### src/rtl/sbd_pkg.sv
// Shared types and constants for the S.BUS frame decoder.
// No dependencies; every rtl file refers to it by scoped names.
package sbd_pkg;

  localparam int FRAME_BYTES = 25;
  localparam int NUM_ANALOG  = 16;
  localparam int CHAN_W      = 11;
  localparam int CNT_W       = $clog2(FRAME_BYTES + 1);
  localparam int PACK_BYTES  = 22;
  localparam int PACK_W      = PACK_BYTES * 8;
  localparam int QDEPTH      = 4;
  localparam int QPTR_W      = $clog2(QDEPTH);
  localparam int QCNT_W      = $clog2(QDEPTH + 1);

  localparam logic [CNT_W-1:0] FRAME_CNT  = CNT_W'(FRAME_BYTES);
  localparam logic [CNT_W-1:0] IDX_HEADER = CNT_W'(0);
  localparam logic [CNT_W-1:0] IDX_FLAGS  = CNT_W'(FRAME_BYTES - 2);
  localparam logic [CNT_W-1:0] IDX_FOOTER = CNT_W'(FRAME_BYTES - 1);

  localparam logic [4:0] CH_DIG0 = 5'(NUM_ANALOG);
  localparam logic [4:0] CH_DIG1 = 5'(NUM_ANALOG + 1);

  localparam logic [7:0] IDLE_MAX = 8'hFF;

  // configuration register indexes
  localparam logic [1:0] CFG_GAP    = 2'd0;
  localparam logic [1:0] CFG_HEADER = 2'd1;
  localparam logic [1:0] CFG_FOOTER = 2'd2;

  typedef struct packed {
    logic [CNT_W-1:0] index;
    logic [7:0]       data;
  } byte_cmd_t;

  typedef struct packed {
    logic [7:0] header_value;
    logic [7:0] footer_value;
  } frame_cfg_t;

  typedef struct packed {
    logic [4:0]        channel_index;
    logic [CHAN_W-1:0] channel_value;
    logic              frame_lost;
    logic              failsafe;
    logic              signal_available;
    logic              last;
  } result_t;

endpackage

### src/rtl/sbus_frame_decoder.sv
// Top level of the S.BUS frame decoder: configuration registers and the
// front end, byte queue and back end. Uses sbd_pkg, sbd_front, sbd_queue, sbd_back.
//
//  channel  ports                                     handshake
//  input    func, data_byte, parity_error            push / full
//  result   channel_index .. last                    empty / pop
//  config   cfg_index, cfg_data                      cfg_we
//
// A byte or tick is accepted whenever the four-entry byte queue has room.
// The back end drains one queued byte per cycle while it is not unpacking; a
// frame that completes with a good header and footer is unpacked into 18 results
// at one per cycle while the result register is free, during which the queue fills
// and then holds off input. The result register is freed by pop in the same cycle
// it is reloaded. Reset is synchronous.
module sbus_frame_decoder (
  input  logic                       clk,
  input  logic                       rst,
  input  logic                       push,
  output logic                       full,
  input  logic                       func,
  input  logic [7:0]                 data_byte,
  input  logic                       parity_error,
  output logic                       empty,
  input  logic                       pop,
  output logic [4:0]                 channel_index,
  output logic [sbd_pkg::CHAN_W-1:0] channel_value,
  output logic                       frame_lost,
  output logic                       failsafe,
  output logic                       signal_available,
  output logic                       last,
  input  logic                       cfg_we,
  input  logic [1:0]                 cfg_index,
  input  logic [7:0]                 cfg_data
);

  logic [7:0]          gap_ticks;
  sbd_pkg::frame_cfg_t cfg;
  logic                q_full;
  logic                q_empty;
  logic                q_push;
  logic                q_pop;
  sbd_pkg::byte_cmd_t  q_cmd;
  sbd_pkg::byte_cmd_t  q_head;
  logic                out_valid;
  sbd_pkg::result_t    out_res;

  always_ff @(posedge clk) begin
    if (rst) begin
      gap_ticks        <= 8'd3;
      cfg.header_value <= 8'd15;
      cfg.footer_value <= 8'd0;
    end else if (cfg_we) begin
      case (cfg_index)
        sbd_pkg::CFG_GAP:    gap_ticks        <= cfg_data;
        sbd_pkg::CFG_HEADER: cfg.header_value <= cfg_data;
        sbd_pkg::CFG_FOOTER: cfg.footer_value <= cfg_data;
        default:             ;
      endcase
    end
  end

  sbd_front u_front (
    .clk          (clk),
    .rst          (rst),
    .push         (push),
    .q_full       (q_full),
    .func         (func),
    .data_byte    (data_byte),
    .parity_error (parity_error),
    .gap_ticks    (gap_ticks),
    .q_push       (q_push),
    .q_cmd        (q_cmd)
  );

  sbd_queue u_queue (
    .clk     (clk),
    .rst     (rst),
    .q_push  (q_push),
    .q_cmd   (q_cmd),
    .q_pop   (q_pop),
    .q_full  (q_full),
    .q_empty (q_empty),
    .q_head  (q_head)
  );

  sbd_back u_back (
    .clk       (clk),
    .rst       (rst),
    .q_empty   (q_empty),
    .q_head    (q_head),
    .cfg       (cfg),
    .pop       (pop),
    .q_pop     (q_pop),
    .out_valid (out_valid),
    .out_res   (out_res)
  );

  assign full             = q_full;
  assign empty            = !out_valid;
  assign channel_index    = out_res.channel_index;
  assign channel_value    = out_res.channel_value;
  assign frame_lost       = out_res.frame_lost;
  assign failsafe         = out_res.failsafe;
  assign signal_available = out_res.signal_available;
  assign last             = out_res.last;

endmodule

### src/rtl/sbd_front.sv
// Front end: accepts bytes and ticks, tracks idle time and frame position,
// and forwards good in-frame bytes with their frame index. Uses sbd_pkg.
module sbd_front (
  input  logic                        clk,
  input  logic                        rst,
  input  logic                        push,
  input  logic                        q_full,
  input  logic                        func,
  input  logic [7:0]                  data_byte,
  input  logic                        parity_error,
  input  logic [7:0]                  gap_ticks,
  output logic                        q_push,
  output sbd_pkg::byte_cmd_t          q_cmd
);

  logic [sbd_pkg::CNT_W-1:0] byte_count;
  logic [sbd_pkg::CNT_W-1:0] byte_count_next;
  logic [7:0]                idle_count;
  logic [7:0]                idle_count_next;
  logic [sbd_pkg::CNT_W-1:0] start;
  logic                      accept;

  assign accept = push && !q_full;

  always_ff @(posedge clk) begin
    if (rst) begin
      byte_count <= '0;
      idle_count <= sbd_pkg::IDLE_MAX;
    end else begin
      byte_count <= byte_count_next;
      idle_count <= idle_count_next;
    end
  end

  always_comb begin
    // restart the frame after a long enough idle gap
    start           = (idle_count >= gap_ticks) ? '0 : byte_count;
    byte_count_next = byte_count;
    idle_count_next = idle_count;
    q_push          = 1'b0;
    q_cmd.index     = start;
    q_cmd.data      = data_byte;
    if (accept) begin
      if (func) begin
        if (idle_count != sbd_pkg::IDLE_MAX) begin
          idle_count_next = idle_count + 8'd1;
        end
      end else if (parity_error) begin
        byte_count_next = '0;
      end else begin
        idle_count_next = '0;
        byte_count_next = start;
        // drop bytes past the end of a full frame
        if (start != sbd_pkg::FRAME_CNT) begin
          q_push          = 1'b1;
          byte_count_next = start + 1'b1;
        end
      end
    end
  end

endmodule

### src/rtl/sbd_queue.sv
// Short queue of frame bytes between front end and unpacker.
// Uses sbd_pkg for the entry type and depth.
module sbd_queue (
  input  logic               clk,
  input  logic               rst,
  input  logic               q_push,
  input  sbd_pkg::byte_cmd_t q_cmd,
  input  logic               q_pop,
  output logic               q_full,
  output logic               q_empty,
  output sbd_pkg::byte_cmd_t q_head
);

  sbd_pkg::byte_cmd_t          mem [sbd_pkg::QDEPTH];
  logic [sbd_pkg::QPTR_W-1:0]  wr_ptr;
  logic [sbd_pkg::QPTR_W-1:0]  rd_ptr;
  logic [sbd_pkg::QCNT_W-1:0]  count;
  logic                        do_push;
  logic                        do_pop;

  assign q_full  = (count == sbd_pkg::QCNT_W'(sbd_pkg::QDEPTH));
  assign q_empty = (count == '0);
  assign q_head  = mem[rd_ptr];
  assign do_push = q_push && !q_full;
  assign do_pop  = q_pop && !q_empty;

  always_ff @(posedge clk) begin
    if (do_push) begin
      mem[wr_ptr] <= q_cmd;
    end
  end

  always_ff @(posedge clk) begin
    if (rst) begin
      wr_ptr <= '0;
      rd_ptr <= '0;
      count  <= '0;
    end else begin
      if (do_push) begin
        wr_ptr <= wr_ptr + 1'b1;
      end
      if (do_pop) begin
        rd_ptr <= rd_ptr + 1'b1;
      end
      if (do_push && !do_pop) begin
        count <= count + 1'b1;
      end else if (do_pop && !do_push) begin
        count <= count - 1'b1;
      end
    end
  end

endmodule

### src/rtl/sbd_back.sv
// Back end: stores frame bytes, checks header and footer, and unpacks the 18
// channels into the result register one per cycle while free. Uses sbd_pkg.
module sbd_back (
  input  logic                 clk,
  input  logic                 rst,
  input  logic                 q_empty,
  input  sbd_pkg::byte_cmd_t   q_head,
  input  sbd_pkg::frame_cfg_t  cfg,
  input  logic                 pop,
  output logic                 q_pop,
  output logic                 out_valid,
  output sbd_pkg::result_t     out_res
);

  logic [sbd_pkg::PACK_W-1:0] pack_vec;
  logic [7:0]                 header_byte;
  logic [7:0]                 flag_byte;
  logic                       busy;
  logic [4:0]                 ch;
  logic                       slot_free;
  logic                       emit;
  sbd_pkg::result_t           res;

  assign slot_free = !out_valid || pop;
  assign emit      = busy && slot_free;
  assign q_pop     = !busy && !q_empty;

  always_comb begin
    res.channel_index    = ch;
    res.frame_lost       = flag_byte[2];
    res.failsafe         = flag_byte[3];
    res.signal_available = !(flag_byte[2] || flag_byte[3]);
    res.last             = (ch == sbd_pkg::CH_DIG1);
    if (ch == sbd_pkg::CH_DIG0) begin
      res.channel_value = sbd_pkg::CHAN_W'(flag_byte[0]);
    end else if (ch == sbd_pkg::CH_DIG1) begin
      res.channel_value = sbd_pkg::CHAN_W'(flag_byte[1]);
    end else begin
      res.channel_value = pack_vec[sbd_pkg::CHAN_W-1:0];
    end
  end

  always_ff @(posedge clk) begin
    if (rst) begin
      busy      <= 1'b0;
      ch        <= '0;
      out_valid <= 1'b0;
    end else begin
      if (q_pop) begin
        case (q_head.index)
          sbd_pkg::IDX_HEADER: header_byte <= q_head.data;
          sbd_pkg::IDX_FLAGS:  flag_byte   <= q_head.data;
          sbd_pkg::IDX_FOOTER: begin
            if (q_head.data == cfg.footer_value && header_byte == cfg.header_value) begin
              busy <= 1'b1;
              ch   <= '0;
            end
          end
          default: begin
            // channel bytes shift in from the top, first byte ends at bit 0
            pack_vec <= {q_head.data, pack_vec[sbd_pkg::PACK_W-1:8]};
          end
        endcase
      end
      if (emit) begin
        out_valid <= 1'b1;
        out_res   <= res;
        ch        <= ch + 5'd1;
        if (ch < sbd_pkg::CH_DIG0) begin
          pack_vec <= pack_vec >> sbd_pkg::CHAN_W;
        end
        if (ch == sbd_pkg::CH_DIG1) begin
          busy <= 1'b0;
        end
      end else if (pop) begin
        out_valid <= 1'b0;
      end
    end
  end

endmodule
### config.mk
export PLATFORM = sky130hd
export DESIGN_NAME = sbus_frame_decoder
export DESIGN_NICKNAME = d
export VERILOG_FILES = /design/src/rtl/sbd_pkg.sv /design/src/rtl/sbus_frame_decoder.sv /design/src/rtl/sbd_front.sv /design/src/rtl/sbd_queue.sv /design/src/rtl/sbd_back.sv
export SDC_FILE = /design/constraint.sdc
export NUM_CORES = 1
export LEC_CHECK = 0
export ABC_AREA = 1
export BUFFER_PORTS_ARGS = -buffer_cell sky130_fd_sc_hd__buf_2
export CAP_MARGIN = 15
export CORE_MARGIN = 2
export CORE_UTILIZATION = 48
export DETAILED_ROUTE_END_ITERATION = 8
export SYNTH_ARGS = -nofsm -noshare
export SYNTH_HDL_FRONTEND = slang
export SYNTH_SLANG_ARGS = --single-unit
### constraint.sdc
create_clock -name clk -period 21.9 [get_ports clk]
set_input_delay 4.38 -clock clk [delete_from_list [all_inputs] [get_ports clk]]
set_output_delay 4.38 -clock clk [all_outputs]
set_load 0.05 [all_outputs]
Yosys cells after proc, flatten, opt, wreduce, memory -nomap -nowiden. Memory sizes are Yosys's and may differ from the RTL's. A register that Yosys moved wholly into a read port is not among the register bits. Cells that the tools add are included.

Bits in writable memories: 52. Output and inout bits: 22. Flip-flop bits (word level): 259. Memories: 1.

Memories: u_queue.mem (words 4, width 13, read ports 1, clocked after Yosys merged registers in 1, write ports 1, line sbd_queue.sv:14) `sbd_pkg::byte_cmd_t mem [sbd_pkg::QDEPTH];`.

Add/sub/neg operators: 7. Magnitude comparators: 2. Eq/ne operators: 13. Muxes and demuxes: 33. Reduce and logical (&&, ||, !) cells: 36. Bitwise operators: 2.

Operators by type and width (number): 176-bit 2-to-1 mux (4); 5-bit 2-to-1 mux (7); 8-bit 2-to-1 mux (3); 5-bit == test (second input constant) (4); 8-bit == test (2); 1-bit 2-to-1 mux (15); 3-bit AND reduction (4); 5-bit by 1-bit adder with 5-bit output (second input constant) (2); 2-bit AND reduction (5); 2-bit nonzero test (5); 8-bit by 1-bit adder with 8-bit output (second input constant) (1); 8-bit >= comparator (1); 1-bit logical AND (8); 8-bit inequality test (second input constant) (1); 1-bit logical NOT (7); 3-bit 2-to-1 mux (2); 5-bit logical NOT (1); 5-bit less-than comparator (second input constant) (1); 5-bit inequality test (second input constant) (1); 2-bit by 1-bit adder with 2-bit output (second input constant) (2); 2-bit 2-to-1 mux (2); 3-bit by 1-bit adder with 3-bit output (second input constant) (1); 3-bit == test (second input constant) (1); 3-bit logical NOT (1); 10 further kinds (12).

Depth between registers and ports, before layout. Gate-level depths: netlist of run 1.

Depth in word-level cells: 12. Depth in mapped cells: 25. Mapped depth without buffers: 25.

By module. A second synthesis of run 1 with hierarchy kept.

Cells, all modules: 1641. Area, all modules: 15214.6 um2.

By module, submodules not included: sbd_back (times used 1, cells each 1134, area an instance 10639.0 um2); sbd_queue (times used 1, cells each 196, area an instance 2461.1 um2); sbd_front (times used 1, cells each 164, area an instance 1107.3 um2); sbus_frame_decoder (times used 1, cells each 147, area an instance 1007.2 um2).

Worst setup path before layout of run 1. OpenSTA, ideal clock, no wires.

Path type: input port to flip-flop. From: input rst. To: register u_front.idle_count[2]. Data arrival time: 9.829 ns. Setup slack: 11.665 ns. Required time: 21.494 ns. Stages: 3. Library setup time: 0.406 ns. Path buffers: 1. Cells stage by stage: clkinv_1 > clkbuf_1 > o21ai_0.

RTL lines: from (decl) (line sbus_frame_decoder.sv:17) `input logic rst,`; to (signal assigned) (line sbd_front.sv:28) `idle_count <= sbd_pkg::IDLE_MAX;`; to (signal assigned) (line sbd_front.sv:31) `idle_count <= idle_count_next;`; to (decl) (line sbd_front.sv:18) `logic [7:0] idle_count;`.

No word-level cell between the ends.

Worst setup path in the final report of run 1.
From: input pop. To: register u_back.pack_vec[149] (netlist name) (data pin).

Cells in the longest elaborated chain, start to end: 3.

Ends and longest elaborated chain: from (decl) (line sbus_frame_decoder.sv:24) `input logic pop,`; 1-bit logical OR (line sbd_back.sv:24) `assign slot_free = !out_valid || pop;`; 1-bit logical AND (line sbd_back.sv:25) `assign emit = busy && slot_free;`; 176-bit 2-to-1 mux (line sbd_back.sv:65) `if (emit) begin`; to (signal assigned) (line sbd_back.sv:61) `pack_vec <= {q_head.data, pack_vec[sbd_pkg::PACK_W-1:8]};`; to (signal assigned) (line sbd_back.sv:70) `pack_vec <= pack_vec >> sbd_pkg::CHAN_W;`; to (decl) (line sbd_back.sv:15) `logic [sbd_pkg::PACK_W-1:0] pack_vec;`.

Every way passes these cells. A chain may end at the register's enable or synchronous reset.

==> results of run 1 <==
-- where the power goes --
part / internal, uW / switching, uW
Clock: 347 / 233
Sequential: 952 / 56.3
Combinational: 365 / 727
Total: 1660 / 1020
-- cells in the mapped netlist, types with 2 or more instances --
cell and number:
ha_1 19, clkbuf_1 27, buf_1 7, a21oi_1 45, dfxtp_1 53, xor2_1 6, o211ai_1 5, or2_2 2
inv_1 261, nand2_1 345, edfxtp_1 260, o21ai_1 27, nand4_1 5, nor3_1 3, buf_6 5, nor2_1 62
a21o_1 3, nand3_1 389, o21ai_0 180, buf_2 52, buf_4 16, nor4_1 2
-- final cells by class --
class / count / area share (%)
timing repair buffer: 61 / 2.14
sequential: 313 / 51.6
inverter: 264 / 5.82
clock inverter: 8 / 0.386
multi-input combinational: 1101 / 30.7
clock buffer: 56 / 6.21
tap: 442 / 3.22
-- state kept, by name (all words and copies together), names as in the netlist, 4 cells and up, named ones only --
register and flops:
u_front.idle_count 8, u_back.flag_byte 4, cfg 16, u_back.pack_vec 176, u_back.header_byte 8, u_queue.mem 52
u_front.byte_count 5, gap_ticks 8, u_back.out_res 20, u_back.ch 5
-- path summary, 6_finish.rpt --
check                         end  cells after the start  slack [ns]
max          u_back.pack_vec[149]                      7       15.45
min                  gap_ticks[5]                      2        0.46
max reg2reg   u_back.pack_vec[57]                     11       17.85
min reg2reg          gap_ticks[5]                      2        0.46
-- metrics by stage --
| stage | utilization [%] | cells | cell area [um2] | worst slack, ns | power (uW) |
|---|---|---|---|---|---|
| 6_report | 53.1 | 2245 | 17200 | 15.45 | 2680 |
| 5_1_grt | 53.1 | 2245 | 17200 | 15.23 | 2930 |
| 4_1_cts | 53.1 | 2245 | 17200 | 15.55 | 2710 |
| 3_5_place_dp | 49.6 | 2181 | 16100 | 15.00 | 2120 |
| 3_3_place_gp | 49.6 | 2181 | 16100 | 15.09 | 2100 |
| 2_1_floorplan | - | 1785 | 15700 | 11.67 | 1930 |
-- critical path: cells and delay by family --
kind / cells / cell delay (ns)
and+or+nand+nor: 3 / 0.86
buffers and inverters: 3 / 0.93
AOI/OAI and AO/OA: 1 / 0.19
-- metal layers --
metal,vias up,global-route usage [%]
met5,-,0
met4,0,4.13
met3,32,2.83
met2,147,34.0
met1,5443,27.2
li1,5975,-
-- layout by cell type, fill, tap and decap left out, types with 4 or more instances in the layout --
| master | synthesis | routed |
|---|---|---|
| o211ai_1 | 5 | 5 |
| o21ai_1 | 27 | 27 |
| clkbuf_16 | 0 | 38 |
| dfxtp_1 | 53 | 53 |
| nand4_1 | 5 | 5 |
| ha_1 | 19 | 19 |
| clkbuf_1 | 27 | 13 |
| nor2_1 | 62 | 61 |
| inv_1 | 261 | 261 |
| nand2_1 | 345 | 344 |
| a21oi_1 | 45 | 45 |
| edfxtp_1 | 260 | 260 |
| o21ai_0 | 180 | 180 |
| clkinv_1 | 1 | 4 |
| buf_4 | 16 | 13 |
| buf_2 | 52 | 46 |
| nand3_1 | 389 | 389 |
| clkbuf_8 | 0 | 5 |
| xor2_1 | 6 | 6 |
-- cell families (layout without fill, tap and decap cells) --
kind of cell	Yosys count	after routing	share of synthesized area, %
simple gates	811	811	22.9
buf+inv	371	389	9.93
flops	313	313	56.6
compound gates	263	263	8.61
fa+ha+maj	20	20	1.64
xor+xnor	7	7	0.391
==> results.toml, run 1 <==
[status]
status = "finished, final reports clean"

[global_routing]
grt_max_degree = 293
grt_first_pass_wirelength_um = 55300
grtUsageTotal_pct = 19.9
grt_pass1_vias = 11000
grt_overflow_total = 0
antenna_found_initial = 0

[logic_synthesis]
synth_top_area_share_pct = 49.8
synthFlopType = "edfxtp_1"
synth.distinct_cells = 33
synthTopCellsByArea = "edfxtp_1 (50%), nand3_1 (12%), nand2_1 (8.3%), dfxtp_1 (6.8%), inv_1 (6.2%)"
ys_async_sr_fraction_pct = 0
ys_seq_area_share_pct = 56.6
netlist_area_um2 = 15700
yosys.area.top_type = "edfxtp_1"
postSynthCellCount = 1785
yosysWarningCount = 0
syn_area_per_cell_um2 = 8.78
syn_nets = 1830
synth_edf_count = 260
ys_ff_latch = 313

[routing]
vias = 11600
drtAntennaViolNets = 0
drtPass1Iterations = 5
met1_length_um = 15300
viasPerCell = 5.17
dr_wl_met3_um = 1120
drc = 0
dr_wl_met2_um = 16500
drt-wirelength-per-cell_um = 14.9
first_iter_violations = 1062
maxUsedRoutingLayer = "met4"
routed_wl_um = 33300

[floorplan]
start_util_pct = 48.4
row_count = 66
die_w_um = 185
die_h_um = 185
core_um2 = 32400
io-pin-count = 47
dieArea_um2 = 34100

[placement]
place_congestion = 0.826
numPortBuffers = 46
dp_hpwl_um = 19900

[pwr]
peakVddDrop_mv = 0.115
p_leak_uw = 0.00760
p_per_area_nw_per_um2 = 156

[final_layout]
syn2layout_area_growth_pct = 9.68
multi_input_area_um2 = 5270
fin_nets = 1822
regArea_um2 = 8870
n_antenna_cell = 0
drive_gt1_share_pct = 6.60
fillers = 3054

[timing]
fmaxAchievable_mhz = 155
setup-tns-final_ns = 0
relSlewSlack_pct = 21.4
worst_pin_slew_ns = 1.18
whs_ns = 0.459
finalCriticalPeriod_ns = 6.45
grt_setup_unrepaired = "false"
finClkSkew_ns = 0.0166
setup_viol = 0
period_share_pct = 29.4
drv_slew = 0
hold_violations = 0

[critical_path]
crit_path_end_kind = "flop"
critPathRequiredTime_ns = 22.11
startpoint = "pop"
worstPathCellList = "buf_2 -> or2_2 -> nand2_1 -> inv_1 -> nand2_4 -> buf_12 -> o21ai_0"
crit_type = "input port to flop"
cpPeakStageDelay_ns = 0.68
cp_slowest_cell = "buf_12"
critPathLaunchType = "input port"
critical_path_arrival_ns = 6.66
cp_max_fo = 292

[cts]
cts_tree = "done"
postCtsSetupBuffers = 0
htreeDepth = 2
insertion_delay_ns = 0.51
cts_resized = 0
cts_hold_buf = 0
clock_sinks = 313
cts_buffers = 36
clockRootBuffer = "clkbuf_16"
ctsLongestPathBuffers = 3
clkSlewWorstSetupHoldPaths_ns = 0.06

[min_path]
hp-start = "gap_ticks[5]"
hold_path.class = "flop to flop"

[flow_run]
cap_violations = 0
Power figures use the tool's default switching activity.
==> run 2, diff against run 1 <==
--- a/config.mk
+++ b/config.mk
@@ -11,6 +11,7 @@
 export CORE_MARGIN = 2
 export CORE_UTILIZATION = 48
 export DETAILED_ROUTE_END_ITERATION = 8
+export PLACE_DENSITY = 0.67
 export SYNTH_ARGS = -nofsm -noshare
 export SYNTH_HDL_FRONTEND = slang
 export SYNTH_SLANG_ARGS = --single-unit
==> constraint.sdc (replaced) <==
create_clock -name clk -period 5.6 [get_ports clk]
set_input_delay 1.12 -clock clk [delete_from_list [all_inputs] [get_ports clk]]
set_output_delay 1.12 -clock clk [all_outputs]
set_load 0.05 [all_outputs]
==> results.toml, run 2 (synthesis results as in run 1) <==
[timing]
relSlewSlack_pct = 24.8
grt_setup_unrepaired = "false"
setup_viol = 0
drv_slew = 0
fmaxAchievable_mhz = 263
period_share_pct = 67.8
setup-tns-final_ns = 0
finalCriticalPeriod_ns = 3.80
finClkSkew_ns = 0.0284
hold_violations = 0
whs_ns = 0.450
worst_pin_slew_ns = 1.12

[pwr]
p_seq_share_pct = 37.9
peakVddDrop_mv = 0.425
p_per_area_nw_per_um2 = 609
p_int_uw = 6440
netSwitchingFraction_pct = 38.4
p_leak_uw = 0.00759
p_switching_uw = 4010
comb_power_share_pct = 41.0
p_clk_share_pct = 21.1

[critical_path]
critical_path_arrival_ns = 4.05
cpPeakStageDelay_ns = 0.81
crit_path_end_kind = "flop"
reg2reg_slack_ns = 1.80
critPathLaunchType = "flop"
cp_common_cell = "nand3_1"
crit_type = "flop to flop"
cp_top_family = "buffers and inverters"
worstPathCellList = "inv_2 -> nand3_1 -> nand2_1 -> inv_1 -> nor2_1 -> a21oi_4 -> buf_4 -> buf_4 -> nand3_1 -> nand3_1 -> o21ai_0"
cp_max_fo = 102
path_buf_inv = 4
critPathRequiredTime_ns = 5.85
cp_slowest_cell = "buf_4"

[final_layout]
final_common_cell = "nand3_1"
largest_reg_flops = 176
fin_area_um2 = 17200
syn2layout_area_growth_pct = 9.50
reg_top3 = "u_back.pack_vec: 176 flops, u_queue.mem: 52 flops, u_back.out_res: 20 flops"
n_antenna_cell = 0
final_cell_mix = "nand3_1 (389), nand2_1 (344), inv_1 (261), edfxtp_1 (260), o21ai_0 (180)"
fillers = 2970
fin_nets = 1823
regMostFlops = "u_back.pack_vec"
drive_gt1_share_pct = 6.71

[min_path]
hold_path.class = "flop to flop"

[floorplan]
dieArea_um2 = 34100
io-pin-count = 47
core_um2 = 32400
die_w_um = 185
die_h_um = 185
start_util_pct = 48.4
row_count = 66

[global_routing]
grt_max_degree = 230
grtUsageTotal_pct = 20.0
grt_first_pass_wirelength_um = 55500
antenna_found_initial = 0
grt_pass1_vias = 10900
grt_overflow_total = 0

[cts]
cts_tree = "done"
clockRootBuffer = "clkbuf_16"
cts_buffers = 36
postCtsSetupBuffers = 0
cts_resized = 0
cts_hold_buf = 0
clkSlewWorstSetupHoldPaths_ns = 0.06
insertion_delay_ns = 0.53
ctsLongestPathBuffers = 3
htreeDepth = 2
clock_sinks = 313

[routing]
maxUsedRoutingLayer = "met4"
dr_wl_met3_um = 1640
drtPass1Iterations = 5
drtAntennaViolNets = 0
dr_wl_met2_um = 16100
drc = 0
first_iter_violations = 1118
met1_length_um = 15200
vias = 11800
viasPerCell = 5.27
routed_wl_um = 33700
drt-wirelength-per-cell_um = 15.0

[placement]
numPortBuffers = 46
place_area_um2 = 16100
dp_hpwl_um = 20600
place_congestion = 0.835

[status]
status = "finished, final reports clean"

[flow_run]
cap_violations = 0
run 2: cell count changes in the layout (fill, tap and decap cells not counted):
| cell | before | now |
|---|---|---|
| inv_8 | 2 | 1 |
| inv_6 | 0 | 1 |
| clkinv_1 | 4 | 5 |
| clkinvlp_4 | 0 | 1 |
| clkbuf_16 | 38 | 36 |
| buf_4 | 13 | 14 |
| clkinv_8 | 0 | 1 |
| clkbuf_1 | 13 | 9 |
| clkinv_2 | 2 | 3 |
run 2: power groups by stage:
stage	sequential, uW	combinational (uW)	clock, uW
floorplan	3920	3620	0
global placement	3970	4180	0
detailed placement	4000	4300	0
CTS	3960	4330	2250
global route	4040	5010	2340
finish	3960	4290	2210
run 2: final timing paths:
path | startpoint | to | depth (start not counted)
worst max register to register | flop | u_back.pack_vec[1] | 11
worst max-delay path | flop | u_back.pack_vec[1] | 11
worst min register to register | u_back.flag_byte[3] | u_back.out_res[2] | 0
worst min-delay path | u_back.flag_byte[3] | u_back.out_res[2] | 0
run 2: layout make-up:
cell class	instances	area, um2	area share (%)
well taps	442	553	3.22
repair buffers	62	375	2.19
inverters	264	1000	5.83
multi-input cells	1101	5270	30.7
flip-flops and latches	313	8870	51.7
clock inverters	12	96.3	0.561
clock buffers	50	1000	5.84
run 2: metal layers:
metal	vias up	global-route usage, %
li1	5985	-
met4	0	5.75
met2	235	33.3
met5	-	0
met3	54	3.08
met1	5547	27.3
run 2: stage by stage:
step / utilization (%) / setup slack, ns / cells / total power, uW
floorplan: - / 1.50 / 1785 / 7540
global placement: 49.6 / 1.84 / 2182 / 8150
detailed placement: 49.6 / 1.76 / 2182 / 8300
finish: 53.0 / 1.80 / 2244 / 10500
CTS: 53.0 / 1.75 / 2244 / 10500
global route: 53.0 / 1.36 / 2244 / 11400
run 2: worst register-to-register path, cell delays in order, from the launching register on:
cell	delay [ns]
dfxtp_1	0.66
inv_2	0.24
nand3_1	0.17
nand2_1	0.06
inv_1	0.12
nor2_1	0.11
a21oi_4	0.21
buf_4	0.81
buf_4	0.73
nand3_1	0.19
nand3_1	0.13
o21ai_0	0.09
